### config.mk
export PLATFORM = sky130hd
export DESIGN_NAME = pfa_cell
export DESIGN_NICKNAME = d
export VERILOG_FILES = /design/src/rtl/pfa_pkg.sv /design/src/rtl/pfa_cell.sv
export SDC_FILE = /design/constraint.sdc
export NUM_CORES = 1
export LEC_CHECK = 0
export BUFFER_PORTS_ARGS = -buffer_cell sky130_fd_sc_hd__buf_2
export CAP_MARGIN = 5
export CORE_AREA = 2 2 195 197
export DETAILED_ROUTE_END_ITERATION = 7
export DIE_AREA = 0 0 197 199
export SYNTH_ARGS = -nofsm -noshare
export SYNTH_HDL_FRONTEND = slang
export SYNTH_SLANG_ARGS = --single-unit
### constraint.sdc
create_clock -name clk -period 10.6 [get_ports clk]
set_clock_uncertainty 0.05 [all_clocks]
set_input_delay 0 -clock clk [delete_from_list [all_inputs] [get_ports clk]]
set_output_delay 0 -clock clk [all_outputs]
set_load 0.01 [all_outputs]
### src/rtl/pfa_pkg.sv
`timescale 1ns / 1ps
// ----------------------------------------------------------------------------
// pfa_pkg
// Shared types, codes and compare helpers for the Pareto front archive.
// ----------------------------------------------------------------------------
package pfa_pkg;

  localparam int NUM_OBJ = 5;
  localparam int COST_W  = 32;
  localparam int ACT_W   = 3;
  localparam int ADDR_W  = 3;
  localparam int DATA_W  = 32;

  // register index as seen on paddr[2]
  localparam logic REG_ACTIVE_OBJ = 1'b0;
  localparam logic [ACT_W-1:0] ACT_OBJ_RESET = 3'd2;

  typedef logic [NUM_OBJ-1:0][COST_W-1:0] cost_vec_t;
  typedef logic [NUM_OBJ-1:0] obj_mask_t;

  typedef enum logic [2:0] {
    ST_ACCEPTED  = 3'd0,
    ST_DOMINATED = 3'd1,
    ST_FULL      = 3'd2,
    ST_READ_OK   = 3'd3,
    ST_BAD_INDEX = 3'd4
  } status_t;

  typedef enum logic [2:0] {
    S_IDLE,
    S_CMP,
    S_CHK,
    S_SHIFT,
    S_READ,
    S_RESP
  } state_t;

  typedef struct packed {
    logic cmp;    // latch dominance flags against the candidate
    logic shift;  // close the first hole in the chain
  } cell_ctrl_t;

  // Objectives taken part in the compare; zero counts as one, excess clamps.
  function automatic obj_mask_t obj_mask(logic [ACT_W-1:0] act);
    logic [ACT_W-1:0] n;
    obj_mask_t        m;
    n = act;
    if (n == '0) n = ACT_W'(1);
    if (n > ACT_W'(NUM_OBJ)) n = ACT_W'(NUM_OBJ);
    for (int o = 0; o < NUM_OBJ; o++) begin
      m[o] = (ACT_W'(o) < n);
    end
    return m;
  endfunction

  // a is no worse than b over every enabled objective
  function automatic logic no_worse(cost_vec_t a, cost_vec_t b, obj_mask_t mask);
    logic ok;
    ok = 1'b1;
    for (int o = 0; o < NUM_OBJ; o++) begin
      if (mask[o] && (a[o] > b[o])) ok = 1'b0;
    end
    return ok;
  endfunction

endpackage

### src/rtl/pfa_cell.sv
`timescale 1ns / 1ps
// ----------------------------------------------------------------------------
// pfa_cell
// One archive slot: holds a cost vector, compares it with the candidate and
// takes its right neighbour's contents while a hole lies at or before it.
// ----------------------------------------------------------------------------
module pfa_cell (
  input  logic               clk,
  input  logic               rst_n,
  input  pfa_pkg::cell_ctrl_t ctrl,
  input  pfa_pkg::cost_vec_t cand,
  input  pfa_pkg::obj_mask_t mask,
  input  logic               live,
  input  logic               load_cand,
  input  logic               hole_in,
  input  pfa_pkg::cost_vec_t next_costs,
  input  logic               next_rem,
  output pfa_pkg::cost_vec_t costs,
  output logic               rem,
  output logic               dom,
  output logic               hole_out
);
  import pfa_pkg::*;

  cost_vec_t costs_r, costs_nxt;
  logic      rem_r, rem_nxt;
  logic      dom_r, dom_nxt;
  logic      shift_en;

  // prefix of removal flags ripples down the chain
  assign hole_out = hole_in | rem_r;
  assign shift_en = ctrl.shift & hole_out;

  always_comb begin
    costs_nxt = costs_r;
    rem_nxt   = rem_r;
    dom_nxt   = dom_r;
    if (ctrl.cmp) begin
      dom_nxt = live & no_worse(costs_r, cand, mask);
      rem_nxt = live & no_worse(cand, costs_r, mask);
    end else if (shift_en) begin
      costs_nxt = next_costs;
      rem_nxt   = next_rem;
    end else if (load_cand) begin
      costs_nxt = cand;
      rem_nxt   = 1'b0;
    end
  end

  always_ff @(posedge clk) begin
    costs_r <= costs_nxt;
  end

  always_ff @(posedge clk) begin
    if (!rst_n) begin
      rem_r <= 1'b0;
      dom_r <= 1'b0;
    end else begin
      rem_r <= rem_nxt;
      dom_r <= dom_nxt;
    end
  end

  assign costs = costs_r;
  assign rem   = rem_r;
  assign dom   = dom_r;

endmodule

==> impl_metrics.json <==
{
  "clock_latency_ns": 0.46,
  "ant_nets": 0,
  "end_kind": "register",
  "drt_wl_total_um": 39000,
  "drive_above_1_share": 0.394,
  "worstPathArrival_ns": 3.53,
  "dp_hpwl_um": 29200,
  "syn_area_mm2": 0.0109,
  "layout_common_cells": "495 x buf_2, 326 x dlygate4sd3_1, 165 x inv_1",
  "ys_ff_latch": 162,
  "yosys.cell_types.count": 43,
  "hold_viol_final": 0,
  "startpoint_type": "register",
  "track_usage": 0.196,
  "dieWidth_um": 197,
  "rrSetupSlack_ns": 7.22,
  "placed_area_mm2": 0.0140,
  "remaining_drc_errors": 0,
  "grt_start_max_net_pins": 61,
  "synth_area_per_cell_um2": 11.6,
  "synth_top_flop_cell": "edfxtp_1",
  "layout_commonest_cell": "buf_2",
  "fin_total_pwr_mw": 1.96,
  "antenna_found_initial": 7,
  "clk_pin_slew_ns": 0.07,
  "fin_hold_ws_ns": 0.306,
  "post-route-period-util": 0.319,
  "gp_congestion": 0.857,
  "cts.repair.resized": 0,
  "crit_fanout": 58,
  "final_max_slew_viol_count": 0,
  "synth_fp_nets": 1433,
  "tns_ns": 0,
  "root_buffer": "clkbuf_16",
  "post_drt_wl_per_cell_um": 17.3,
  "io_buffers": 495,
  "grt_pass1_wl_um": 58500,
  "die_y_um": 199,
  "min_path_type": "in -> reg",
  "outcome": "complete, no violations",
  "required_ns": 10.75,
  "fp.coreArea_mm2": 0.0371,
  "firstDrtPassIters": 4,
  "ios": 496,
  "cts_max_path_buffers": 2,
  "rsz0062_at_grt": "false",
  "num_rows": 71,
  "num-fill-cells": 3375,
  "powerDensity_mw_per_mm2": 110,
  "initial_core_util": 0.294,
  "area_growth_syn_to_layout_pct": 63.3,
  "worst_slew_pin_slew_ns": 0.863,
  "yosysSeqAreaShare": 0.443,
  "slew_headroom": 0.425,
  "drt_iter0_markers": 399,
  "numCtsBuffers": 17,
  "syn-instance-count": 940,
  "maxCapViolCount": 0,
  "cts_num_sinks": 162,
  "vdd_drop_max_v": 0.000118,
  "finalInstanceArea_mm2": 0.0178,
  "viasPerCell": 4.62,
  "holdBufCountCts": 326,
  "layout_min_cycle_time_ns": 3.38,
  "fmax_ghz": 0.296,
  "synth_edf_count": 160,
  "grt-ovfl-total": 0,
  "yosysWarningCount": 0,
  "postCtsSetupBuffers": 0,
  "async_flop_share": 0,
  "crit_type": "reg -> reg",
  "cts_tree": "yes",
  "setup_viol_count_final": 0,
  "htree_levels": 4,
  "nNetsFinal": 2261,
  "die_area_mm2": 0.0392,
  "grt_pass1_vias": 11000,
  "route.vias.total": 10500,
  "leakagePower_nw": 8.42
}
-- report_power, final --
group	switching, mW	internal [mW]
Combinational	0.233	0.290
Sequential	0.0206	0.761
Clock	0.285	0.368
-- through the flow --
step	setup WS (ns)	util	instances
2_1_floorplan	1.01	-	940
3_3_place_gp	7.63	0.376	1897
3_5_place_dp	7.56	0.376	1897
4_1_cts	7.15	0.480	2255
5_1_grt	6.96	0.481	2260
6_report	7.22	0.481	2260
-- area by class of cell --
cell class	count	area [um^2]	area share
Multi-Input combinational cell	596	5410	0.303
Inverter	165	619	0.0347
Clock buffer	17	425	0.0238
Clock inverter	15	165	0.00925
Timing Repair Buffer	826	5780	0.324
Tap cell	474	593	0.0332
Sequential cell	162	4840	0.271
Antenna cell	5	12.5	0.000701
-- final timing paths --
| kind | from | endpoint | cells past startpoint |
|---|---|---|---|
| worst max-delay path | rem | costs[131] | 5 |
| worst min-delay path | ctrl[1] | costs[104] | 3 |
| worst max register to register | rem | costs[131] | 5 |
| worst min register to register | dom | dom | 2 |
-- cells in the mapped netlist, types with 2 or more instances --
library cell / number / area [um^2]
nand3_1: 18 / 90.1
dfxtp_1: 2 / 40.0
edfxtp_1: 160 / 4800
nor4_2: 3 / 37.5
buf_2: 8 / 40.0
inv_1: 165 / 619
a22oi_1: 2 / 15.0
nor4_1: 7 / 43.8
nand2b_1: 4 / 25.0
and3_1: 2 / 12.5
nand4_1: 33 / 206
nor2_1: 13 / 48.8
a221oi_1: 3 / 26.3
a21oi_1: 69 / 345
or3_1: 3 / 18.8
a31oi_1: 2 / 12.5
a2111oi_0: 3 / 26.3
mux2_2: 160 / 1800
nand2_1: 45 / 169
clkbuf_1: 8 / 30.0
o211ai_1: 7 / 52.6
nand4_2: 3 / 37.5
ha_1: 160 / 2000
a21o_1: 7 / 52.6
o21ai_0: 21 / 105
nor2b_1: 6 / 37.5
a221o_1: 4 / 40.0
a211oi_1: 3 / 22.5
a22o_1: 2 / 17.5
nor3_1: 4 / 20.0
-- metal layers --
layer	GRT usage	vias to the layer above	share of wire
li1	-	5115	-
met1	0.227	4882	0.41
met2	0.343	382	0.50
met3	0.0497	70	0.061
met4	0.0819	2	0.029
met5	0	-	0.00041
-- critical path: stages (launching register included) --
cell and delay [ns]:
dfxtp_1 0.32, or2_2 0.34, nand2_4 0.52, buf_4 0.75
mux2_2 0.42, dlygate4sd3_1 0.57
-- cells by family after synthesis --
family                   after synthesis  share of synthesized area
AND/OR/NAND/NOR                      146                     0.0733
AO/OA/AOI/OAI                        130                     0.0718
flip-flops                           162                      0.443
adder cells (fa/ha/maj)              160                      0.183
multiplexers                         160                      0.165
buffers and inverters                182                     0.0634
-- sequential cells by signal, indices dropped and copies added (netlist names) --
register	cells
costs	160
dom	1
rem	1
No activity file was read; power rests on OpenSTA's default activity.
